File: config.mk
export PLATFORM = sky130hd
export DESIGN_NAME = cavlc_coeff_token_encoder
export DESIGN_NICKNAME = d
export VERILOG_FILES = /design/src/design/cte_pkg.sv /design/src/design/cavlc_coeff_token_encoder.sv
export VERILOG_INCLUDE_DIRS = /design/src /design/src/design
export SDC_FILE = /design/constraint.sdc
export NUM_CORES = 1
export LEC_CHECK = 0
export BUFFER_PORTS_ARGS = -buffer_cell sky130_fd_sc_hd__buf_2
export CAP_MARGIN = 10
export CORE_MARGIN = 2
export CORE_UTILIZATION = 45
export DETAILED_ROUTE_END_ITERATION = 6
export PLACE_DENSITY_LB_ADDON = 0.05
export SETUP_SLACK_MARGIN = 0.5
export SLEW_MARGIN = 40
export SYNTH_ARGS = -nofsm -noshare
export SYNTH_HDL_FRONTEND = slang
export SYNTH_SLANG_ARGS = --single-unit
File: constraint.sdc
create_clock -name clk -period 4.1 [get_ports clk]
set_clock_uncertainty 0.15 [all_clocks]
set_input_delay 0.82 -clock clk [delete_from_list [all_inputs] [get_ports clk]]
set_output_delay 0.82 -clock clk [all_outputs]
set_load 0.03 [all_outputs]
File: src/design/cavlc_coeff_token_encoder_defines.svh
// ----------------------------------------------------------------------------
// CAVLC coeff_token encoder assertion macros
// Shared concurrent assertion forms, clocked on clk and disabled in reset.
// ----------------------------------------------------------------------------
`ifndef CAVLC_COEFF_TOKEN_ENCODER_DEFINES_SVH
`define CAVLC_COEFF_TOKEN_ENCODER_DEFINES_SVH

// The consequent must hold in the same cycle as the antecedent.
`define CTE_ASSERT_SAME(label, ante, cons) \
    label: assert property (@(posedge clk) disable iff (!rst_n) (ante) |-> (cons)) \
        else $error("coeff_token encoder check failed");

// The consequent must hold in the cycle after the antecedent.
`define CTE_ASSERT_NEXT(label, ante, cons) \
    label: assert property (@(posedge clk) disable iff (!rst_n) (ante) |=> (cons)) \
        else $error("coeff_token encoder check failed");

`endif

File: src/design/cte_pkg.sv
`timescale 1ns / 1ps
// ----------------------------------------------------------------------------
// CAVLC coeff_token encoder package
// Table entry type, table selector codes and the coeff_token code tables.
// ----------------------------------------------------------------------------
package cte_pkg;

    // One code table entry: length in bits and right-aligned codeword.
    typedef struct packed {
        logic [4:0] len;
        logic [3:0] code;
    } entry_t;

    // Which code table serves the current nC context.
    typedef enum logic [2:0] {
        TAB_NC0,
        TAB_NC2,
        TAB_NC4,
        TAB_FLC,
        TAB_DC420,
        TAB_DC422
    } tab_sel_t;

    localparam int NUM_T1       = 4;
    localparam int NUM_TC       = 17;
    localparam int NUM_TC_DC420 = 5;
    localparam int NUM_TC_DC422 = 9;

    localparam logic [4:0] MAX_TC       = 5'd16;
    localparam logic [4:0] MAX_TC_DC420 = 5'd4;
    localparam logic [4:0] MAX_TC_DC422 = 5'd8;
    localparam logic [4:0] FLC_LEN      = 5'd6;
    localparam logic [5:0] FLC_ZERO     = 6'd3;

    function automatic entry_t ent(input int l, input int c);
        entry_t e;
        e.len  = l[4:0];
        e.code = c[3:0];
        return e;
    endfunction

    // Rows are indexed by trailing ones, columns by total coefficients.
    localparam entry_t TAB_NC0_ROM [NUM_T1][NUM_TC] = '{
        '{ent(1,1),ent(6,5),ent(8,7),ent(9,7),ent(10,7),ent(11,7),ent(13,15),ent(13,11),
          ent(13,8),ent(14,15),ent(14,11),ent(15,15),ent(15,11),ent(16,15),ent(16,11),
          ent(16,7),ent(16,4)},
        '{ent(0,0),ent(2,1),ent(6,4),ent(8,6),ent(9,6),ent(10,6),ent(11,6),ent(13,14),
          ent(13,10),ent(14,14),ent(14,10),ent(15,14),ent(15,10),ent(15,1),ent(16,14),
          ent(16,10),ent(16,6)},
        '{ent(0,0),ent(0,0),ent(3,1),ent(7,5),ent(8,5),ent(9,5),ent(10,5),ent(11,5),
          ent(13,13),ent(13,9),ent(14,13),ent(14,9),ent(15,13),ent(15,9),ent(16,13),
          ent(16,9),ent(16,5)},
        '{ent(0,0),ent(0,0),ent(0,0),ent(5,3),ent(6,3),ent(7,4),ent(8,4),ent(9,4),
          ent(10,4),ent(11,4),ent(13,12),ent(14,12),ent(14,8),ent(15,12),ent(15,8),
          ent(16,12),ent(16,8)}
    };

    localparam entry_t TAB_NC2_ROM [NUM_T1][NUM_TC] = '{
        '{ent(2,3),ent(6,11),ent(6,7),ent(7,7),ent(8,7),ent(8,4),ent(9,7),ent(11,15),
          ent(11,11),ent(12,15),ent(12,11),ent(12,8),ent(13,15),ent(13,11),ent(13,7),
          ent(14,9),ent(14,7)},
        '{ent(0,0),ent(2,2),ent(5,7),ent(6,10),ent(6,6),ent(7,6),ent(8,6),ent(9,6),
          ent(11,14),ent(11,10),ent(12,14),ent(12,10),ent(13,14),ent(13,10),ent(14,11),
          ent(14,8),ent(14,6)},
        '{ent(0,0),ent(0,0),ent(3,3),ent(6,9),ent(6,5),ent(7,5),ent(8,5),ent(9,5),
          ent(11,13),ent(11,9),ent(12,13),ent(12,9),ent(13,13),ent(13,9),ent(13,6),
          ent(14,10),ent(14,5)},
        '{ent(0,0),ent(0,0),ent(0,0),ent(4,5),ent(4,4),ent(5,6),ent(6,8),ent(6,4),
          ent(7,4),ent(9,4),ent(11,12),ent(11,8),ent(12,12),ent(13,12),ent(13,8),
          ent(13,1),ent(14,4)}
    };

    localparam entry_t TAB_NC4_ROM [NUM_T1][NUM_TC] = '{
        '{ent(4,15),ent(6,15),ent(6,11),ent(6,8),ent(7,15),ent(7,11),ent(7,9),ent(7,8),
          ent(8,15),ent(8,11),ent(9,15),ent(9,11),ent(9,8),ent(10,13),ent(10,9),
          ent(10,5),ent(10,1)},
        '{ent(0,0),ent(4,14),ent(5,15),ent(5,12),ent(5,10),ent(5,8),ent(6,14),ent(6,10),
          ent(7,14),ent(8,14),ent(8,10),ent(9,14),ent(9,10),ent(9,7),ent(10,12),
          ent(10,8),ent(10,4)},
        '{ent(0,0),ent(0,0),ent(4,13),ent(5,14),ent(5,11),ent(5,9),ent(6,13),ent(6,9),
          ent(7,13),ent(7,10),ent(8,13),ent(8,9),ent(9,13),ent(9,9),ent(10,11),
          ent(10,7),ent(10,3)},
        '{ent(0,0),ent(0,0),ent(0,0),ent(4,12),ent(4,11),ent(4,10),ent(4,9),ent(4,8),
          ent(5,13),ent(6,12),ent(7,12),ent(8,12),ent(8,8),ent(9,12),ent(10,10),
          ent(10,6),ent(10,2)}
    };

    localparam entry_t TAB_DC420_ROM [NUM_T1][NUM_TC_DC420] = '{
        '{ent(2,1),ent(6,7),ent(6,4),ent(6,3),ent(6,2)},
        '{ent(0,0),ent(1,1),ent(6,6),ent(7,3),ent(8,3)},
        '{ent(0,0),ent(0,0),ent(3,1),ent(7,2),ent(8,2)},
        '{ent(0,0),ent(0,0),ent(0,0),ent(6,5),ent(7,0)}
    };

    localparam entry_t TAB_DC422_ROM [NUM_T1][NUM_TC_DC422] = '{
        '{ent(1,1),ent(7,15),ent(7,14),ent(9,7),ent(9,6),ent(10,7),ent(11,7),ent(12,7),
          ent(13,7)},
        '{ent(0,0),ent(2,1),ent(7,13),ent(7,12),ent(9,5),ent(10,6),ent(11,6),ent(12,6),
          ent(12,5)},
        '{ent(0,0),ent(0,0),ent(3,1),ent(7,11),ent(7,10),ent(9,4),ent(10,5),ent(11,5),
          ent(12,4)},
        '{ent(0,0),ent(0,0),ent(0,0),ent(5,1),ent(6,1),ent(7,9),ent(7,8),ent(10,4),
          ent(11,4)}
    };

endpackage

File: src/design/cavlc_coeff_token_encoder.sv
`timescale 1ns / 1ps
// ----------------------------------------------------------------------------
// CAVLC coeff_token encoder
// Maps (total_coeffs, trailing_ones, nC) to the H.264 coeff_token codeword.
// ----------------------------------------------------------------------------
// Usage:
// A transaction is issued by raising start with total_coeffs, trailing_ones
// and neighbour_count valid; it is accepted at the rising edge where start is
// high and busy is low. busy is never raised, so one transaction can be
// issued in every cycle.
// Each accepted transaction yields exactly one result on code_length,
// code_word and invalid, marked by done for one cycle. The result passes
// through the input register, then the table lookup settles into the
// result register. Throughput is one transaction per cycle; the depth is
// set by the input and result registers around the single lookup stage.
// Pairs with no codeword (more trailing ones than coefficients, or too many
// coefficients for the selected table) give invalid = 1 with zero length and
// zero codeword.
// Reset clears the valid flags of both stages, so no result is produced for
// anything in flight. The receiver cannot stall: done is a plain strobe.
// ----------------------------------------------------------------------------
`include "cavlc_coeff_token_encoder_defines.svh"

module cavlc_coeff_token_encoder
    import cte_pkg::*;
(
    input  logic              clk,
    input  logic              rst_n,
    input  logic              start,
    output logic              busy,
    input  logic [4:0]        total_coeffs,
    input  logic [1:0]        trailing_ones,
    input  logic signed [5:0] neighbour_count,
    output logic              done,
    output logic [4:0]        code_length,
    output logic [5:0]        code_word,
    output logic              invalid
);

    // Input stage registers.
    logic              in_vld_reg;
    logic [4:0]        tc_reg;
    logic [1:0]        t1_reg;
    logic signed [5:0] nc_reg;

    // Result stage registers.
    logic       done_reg;
    logic [4:0] len_reg;
    logic [5:0] code_reg;
    logic       bad_reg;

    logic       len_bad;
    logic       bad_next;
    logic [4:0] len_next;
    logic [5:0] code_next;
    tab_sel_t   tab_sel;
    entry_t     rom_entry;
    logic [4:0] tc_minus1;

    // The lookup has no state, so the block never holds off a transaction.
    assign busy = 1'b0;

    always_ff @(posedge clk or negedge rst_n)
    begin
        if (!rst_n)
        begin
            in_vld_reg <= 1'b0;
        end
        else
        begin
            in_vld_reg <= start;
        end
    end

    always_ff @(posedge clk)
    begin
        if (start)
        begin
            tc_reg <= total_coeffs;
            t1_reg <= trailing_ones;
            nc_reg <= neighbour_count;
        end
    end

    // Table selection from the nC context. Negative values other than the
    // two chroma DC codes fall to the fixed-length code, as large nC does.
    always_comb
    begin
        if (nc_reg == -6'sd1)
        begin
            tab_sel = TAB_DC420;
        end
        else if (nc_reg == -6'sd2)
        begin
            tab_sel = TAB_DC422;
        end
        else if (nc_reg >= 6'sd0 && nc_reg < 6'sd2)
        begin
            tab_sel = TAB_NC0;
        end
        else if (nc_reg >= 6'sd2 && nc_reg < 6'sd4)
        begin
            tab_sel = TAB_NC2;
        end
        else if (nc_reg >= 6'sd4 && nc_reg < 6'sd8)
        begin
            tab_sel = TAB_NC4;
        end
        else
        begin
            tab_sel = TAB_FLC;
        end
    end

    assign tc_minus1 = tc_reg - 5'd1;

    // Lookup and range checks for the selected table.
    always_comb
    begin
        rom_entry = '0;
        len_bad   = ({3'b000, t1_reg} > tc_reg) || (tc_reg > MAX_TC);
        len_next  = 5'd0;
        code_next = 6'd0;
        unique case (tab_sel)
            TAB_NC0:
            begin
                if (!len_bad)
                begin
                    rom_entry = TAB_NC0_ROM[t1_reg][tc_reg];
                end
            end
            TAB_NC2:
            begin
                if (!len_bad)
                begin
                    rom_entry = TAB_NC2_ROM[t1_reg][tc_reg];
                end
            end
            TAB_NC4:
            begin
                if (!len_bad)
                begin
                    rom_entry = TAB_NC4_ROM[t1_reg][tc_reg];
                end
            end
            TAB_DC420:
            begin
                if (tc_reg > MAX_TC_DC420)
                begin
                    len_bad = 1'b1;
                end
                else if (!len_bad)
                begin
                    rom_entry = TAB_DC420_ROM[t1_reg][tc_reg[2:0]];
                end
            end
            TAB_DC422:
            begin
                if (tc_reg > MAX_TC_DC422)
                begin
                    len_bad = 1'b1;
                end
                else if (!len_bad)
                begin
                    rom_entry = TAB_DC422_ROM[t1_reg][tc_reg[3:0]];
                end
            end
            TAB_FLC:
            begin
                rom_entry = '0;
            end
            default:
            begin
                rom_entry = '0;
            end
        endcase

        if (tab_sel == TAB_FLC)
        begin
            // Six-bit fixed-length code: all-zero count pair maps to 3.
            len_next  = FLC_LEN;
            code_next = (tc_reg == 5'd0) ? FLC_ZERO : {tc_minus1[3:0], t1_reg};
        end
        else
        begin
            len_next  = rom_entry.len;
            code_next = {2'b00, rom_entry.code};
        end

        bad_next = len_bad;
        if (len_bad)
        begin
            len_next  = 5'd0;
            code_next = 6'd0;
        end
    end

    always_ff @(posedge clk or negedge rst_n)
    begin
        if (!rst_n)
        begin
            done_reg <= 1'b0;
        end
        else
        begin
            done_reg <= in_vld_reg;
        end
    end

    always_ff @(posedge clk)
    begin
        if (in_vld_reg)
        begin
            len_reg  <= len_next;
            code_reg <= code_next;
            bad_reg  <= bad_next;
        end
    end

    assign done        = done_reg;
    assign code_length = len_reg;
    assign code_word   = code_reg;
    assign invalid     = bad_reg;

    // Every accepted transaction raises the input valid flag and then done.
    `CTE_ASSERT_NEXT(a_result_follows, start && !busy, in_vld_reg)
    `CTE_ASSERT_NEXT(a_done_follows, in_vld_reg, done)
    // An invalid result carries no codeword bits.
    `CTE_ASSERT_SAME(a_invalid_zero, done && invalid, code_length == 5'd0 && code_word == 6'd0)
    // A valid result always has a nonzero length.
    `CTE_ASSERT_SAME(a_valid_nonzero, done && !invalid, code_length != 5'd0)
    // More trailing ones than coefficients never yields a codeword.
    `CTE_ASSERT_NEXT(a_t1_over_tc, in_vld_reg && ({3'b000, t1_reg} > tc_reg), invalid)

endmodule

[Yosys cells after proc, flatten, opt, wreduce, memory -nomap -nowiden]
Index checks and enable logic that the tools add are counted.
Storage, ports and cells
  bits in registers: 27
  output and inout port bits: 14
  input bits: 16
  logic and storage cells: 94
Operators by class
  equality and inequality tests: 7
  reduce and logical (&&, ||, !) cells: 8
  add/sub/neg operators: 1
  order comparisons: 14
  multiplexer cells: 49
  bitwise logic cells: 5
Operators with widths (number)
  $bmux W153 S2: 3
  $mux W153: 6
  $bmux W81 S2: 1
  $mux W81: 2
  $mux W9: 17
  $bmux W9 S5: 3
  $bmux W45 S2: 1
  $mux W45: 2
  $pmux W9 S5: 1
  $bmux W9 S4: 1
  $bmux W9 S3: 1
  $mux W3: 3
  $mux W4: 2
  $eq A3 B2 Y1 const B: 2
  $eq A3 B3 Y1 const B: 2
  $eq A6 B1 Y1 const B: 1
  $eq A6 B2 Y1 const B: 1
  $ge A6 B1 Y1 const B: 1
  $ge A6 B3 Y1 const B: 1
  $ge A6 B4 Y1 const B: 1
  $ge A6 B6 Y1 const B: 1
  $lt A6 B3 Y1 const B: 1
  $lt A6 B4 Y1 const B: 1
  $lt A6 B5 Y1 const B: 1
  other kinds (23): 28

[Longest topological paths before layout]
  depth in word-level cells: 11
  gate-level depth with buffers: 11
  depth with buffers taken out: 8

[Least setup slack after synthesis]
OpenSTA, ideal clock, no wires.
  path type: reg-to-reg
  start point: reg t1_reg[1]
  end point: reg code_reg[0], in the netlist code_word[0], data pin
  buffers on the path: 3
  data required time: 3.678 ns
  stages on the path, launching flop included: 12
  slack: 1.001 ns
  setup time: 0.272 ns
  clock period less this slack: 3.099 ns
  arrival: 2.677 ns
  cell sequence: edfxtp_1 -> buf_2 -> clkbuf_1 -> inv_1 -> ha_1 -> clkbuf_1 -> nand2_4 -> nand3_1 -> o211ai_1 -> a221oi_2 -> o32ai_1 -> or4b_1
On the way
  word-level cells in the longest chain between the ends: 11
  elaborated cells on any way between the ends: 45
  those cells by class: order compare: 1; mux: 42; bitwise: 1; reduce/logical: 1
Ends and longest elaborated chain
  start, declared: RTL line cavlc_coeff_token_encoder.sv:43  | logic [1:0] t1_reg;
  start signal, assigned: RTL line cavlc_coeff_token_encoder.sv:80  | t1_reg <= trailing_ones;
  $not A2 Y3 (not written as such)
  $bmux W81 S2 or $bmux W45 S2 (tied branches): RTL line cavlc_coeff_token_encoder.sv:165, cavlc_coeff_token_encoder.sv:154
  $mux W81 (not written as such) or $mux W45 (tied branches) (2 in a row): RTL line cavlc_coeff_token_encoder.sv:165, cavlc_coeff_token_encoder.sv:154
  $bmux W9 S4 or $bmux W9 S3 (tied branches): RTL line cavlc_coeff_token_encoder.sv:165, cavlc_coeff_token_encoder.sv:154
  $mux W9, on equally long branches (2 in a row): RTL line cavlc_coeff_token_encoder.sv:165, cavlc_coeff_token_encoder.sv:154
  $mux W9, on equally long branches: RTL line cavlc_coeff_token_encoder.sv:163, cavlc_coeff_token_encoder.sv:152
  $mux W9, on equally long branches: RTL line cavlc_coeff_token_encoder.sv:159, cavlc_coeff_token_encoder.sv:148
  $pmux W9 S5: RTL line cavlc_coeff_token_encoder.sv:124  | unique case (tab_sel)
  $mux W4: RTL line cavlc_coeff_token_encoder.sv:178  | if (tab_sel == TAB_FLC)
  end signal, assigned: RTL line cavlc_coeff_token_encoder.sv:215  | code_reg <= code_next;
  end, declared: RTL line cavlc_coeff_token_encoder.sv:49  | logic [5:0] code_reg;
Parallel ways exist; a longest one is shown, timed or not. The select of a mux whose other input is x is not followed.
A chain may end at the register's enable or synchronous reset.

[Worst setup path in the final report]
  start point: reg t1_reg[0]
  end point: reg code_reg[0], in the netlist code_word[0], data pin
The elaborated chain is that of the path after synthesis.

==> flow_metrics.env <==
export IMPL_yosysWarnings=0
export IMPL_cts_setup_buffers=0
export IMPL_synth_fa_ha_area_share_pct=4.42
export IMPL_irDropWorstVdd_mv=0.186
export IMPL_final_hold_viol_count=0
export IMPL_layout_commonest_cell="a21oi_1"
export IMPL_place_area_um2=3790
export IMPL_io_pins=30
export IMPL_synth_ff_type="edfxtp_1"
export IMPL_power_density_nw_per_um2=272
export IMPL_startpoint_type="register"
export IMPL_multi_input_area_um2=2570
export IMPL_slew_viol_final=0
export IMPL_met1Wirelength_mm=5.53
export IMPL_core_area_um2=7810
export IMPL_drt_pass1_iterations=7
export IMPL_syn_nets=512
export IMPL_synthCells=483
export IMPL_crit_required_ps=3990
export IMPL_seqCellArea_um2=801
export IMPL_path_class="register to register"
export IMPL_dp_cells=577
export IMPL_netlist_area_um2=3680
export IMPL_fin_nets=509
export IMPL_nFillCells=811
export IMPL_period_needed_ps=3200
export IMPL_worstSkewPairLatency_ps=290
export IMPL_first_global_vias=3905
export IMPL_timing_hold_ws_ps=141
export IMPL_routedWlPerCell_um=25.3
export IMPL_synth_top_cell_by_area="edfxtp_1"
export IMPL_final_cell_mix="a21oi_1, o21ai_0, nand2_1, nor2_1, buf_2"
export IMPL_synthSimpleGateAreaFrac_pct=25.3
export IMPL_syn_avg_cell_area_um2=7.62
export IMPL_finalSetupTns_ps=0
export IMPL_clockBufferDepth=2
export IMPL_max_freq_mhz=313
export IMPL_final_cell_count_no_fill=581
export IMPL_gp_congestion=1.06
export IMPL_ys_seq_area_share_pct=21.8
export IMPL_viasPerCell=7.43
export IMPL_grtUsageTotal_pct=33.3
export IMPL_grt_max_degree=60
export IMPL_overflow=0
export IMPL_die_area_um2=8920
export IMPL_drtIter0Drc=815
export IMPL_yosysTopAreaCellShare_pct=20.4
export IMPL_end_kind="register"
export IMPL_fin_area_um2=3840
export IMPL_drt_wl_total_mm=14.7
export IMPL_synthToLayoutAreaGrowth_pct=4.32
export IMPL_grt_pass1_wl_mm=22.4
export IMPL_start_util_pct=47.1
export IMPL_cp_arrival_ps=3090
export IMPL_antennaDiodeCount=0
export IMPL_numPortBuffers=28
export IMPL_numCtsBuffers=3
export IMPL_wl_met2_mm=6.06
export IMPL_synth_compound_area_share_pct=35.2
export IMPL_die_h_um=94.4
export IMPL_drv_cap=0
export IMPL_antenna_found_initial=0
export IMPL_rsz0062_at_grt="no"
export IMPL_path_clk_slew_ps=100
export IMPL_finalCritPeriodShare_pct=78.0
export IMPL_htreeDepth=1
export IMPL_cts_tree="built"
export IMPL_dp_hpwl_mm=10.4
export IMPL_synth_edf_count=25
export IMPL_ant_nets=0
export IMPL_highest_layer="met4"
export IMPL_ys_ff_latch=27
export IMPL_status="completed"
export IMPL_slew_headroom_pct=40.4
export IMPL_muxShareOfSynthArea_pct=4.42
export IMPL_cts_resized=0
export IMPL_clkSinkCount=27
export IMPL_drcViolationCount=0
export IMPL_drive_above_1_share_pct=15.2
export IMPL_final_setup_viol_count=0
export IMPL_met3_length_mm=2.03
export IMPL_num_rows=32
export IMPL_vias=4315
export IMPL_synth_top_family_by_area="compound AO/OA/AOI/OAI gates"
export IMPL_cp_max_fo=16
export IMPL_fin_total_pwr_mw=1.05
export IMPL_synth_distinct_cells=76
export IMPL_cts_root_buf="clkbuf_8"
export IMPL_synth_xor_area_share_pct=0.238
export IMPL_leakage_nw=1.37
export IMPL_tightest_slew_ps=894
export IMPL_synth_area_leaders="edfxtp_1, a21oi_1, o21ai_0"
export IMPL_die_w_um=94.4
export IMPL_holdBufCountCts=0
export IMPL_async_reset_ff_share_pct=7.41
export IMPL_hp_class="input port to asynchronous set/reset pin"
## metrics by stage
step	utilization [%]	worst slack, ps
6_report	49.2	900
5_1_grt	49.2	743
4_1_cts	49.2	945
3_5_place_dp	48.6	957
3_3_place_gp	48.6	1040
2_1_floorplan	-	1000
## where the power goes
group	switching (mW)	internal, mW	leakage, nW	total (mW)
registers	0.0252	0.331	0.266	0.356
clock network	0.0957	0.0686	0.0255	0.164
logic	0.358	0.167	1.08	0.525
total	0.479	0.567	1.37	1.05
## routing by layer
layer / vias up / GRT usage [%]
met5: - / 0
met4: 0 / 22.5
met3: 103 / 7.02
met2: 413 / 47.7
met1: 1958 / 44.9
li1: 1841 / -
## worst max-delay path, cell delays in order (launching register included)
cell      delay, ps
edfxtp_1        660
inv_1           230
ha_1            450
or2_2           380
a31oi_1         210
nor4_1           90
a221oi_2        210
o32ai_1         110
or4b_1          460
## kinds of logic after synthesis
family | Yosys count
muxes | 11
and+or+nand+nor | 173
buffers and inverters | 63
xor gates and xnor gates | 1
other | 1
adders and majority gates | 13
AOI/OAI and AO/OA | 194
DFF | 27
## worst paths after layout
path                                     end  cells past startpoint       startpoint  slack, ps
worst max-delay path            code_word[0]                      8        t1_reg[0]        900
worst min-delay path              in_vld_reg                      1            rst_n        140
worst max register to register  code_word[0]                      8        t1_reg[0]        900
worst min register to register          done                      0       in_vld_reg        610
max in group asynchronous               done                      1            rst_n       3560
min in group clk                   tc_reg[4]                      1  total_coeffs[4]        550
## layout make-up
cell class                 count  share of cell area [%]
clock inverter                 1                   0.130
timing repair buffer          43                    6.58
clock buffer                   3                    1.08
tap                          102                    3.32
multi-input combinational    393                    66.9
inverter                      12                    1.17
sequential                    27                    20.9
## synth_stat cells, types with 3 or more instances
master / count
o21ai_0: 37
a21oi_1: 42
o21ai_1: 9
a22oi_1: 4
inv_2: 3
or3_1: 3
a211oi_1: 10
nor3_1: 19
o211ai_1: 16
a211o_1: 3
and2_1: 3
and3_1: 4
nor2_1: 34
nand2b_1: 15
mux4_2: 4
nand2_1: 36
o31ai_1: 9
ha_1: 13
o32ai_1: 3
buf_6: 4
nand4_1: 4
nor4_1: 4
o211a_1: 3
o22ai_1: 8
mux2i_1: 5
a21o_1: 5
inv_1: 9
buf_1: 5
nand3_1: 19
nand2_4: 3
clkbuf_1: 13
buf_2: 25
nor2b_1: 9
o311ai_0: 5
edfxtp_1: 25
buf_4: 4
a31oi_1: 10
No activity file was read; power rests on OpenSTA's default activity.
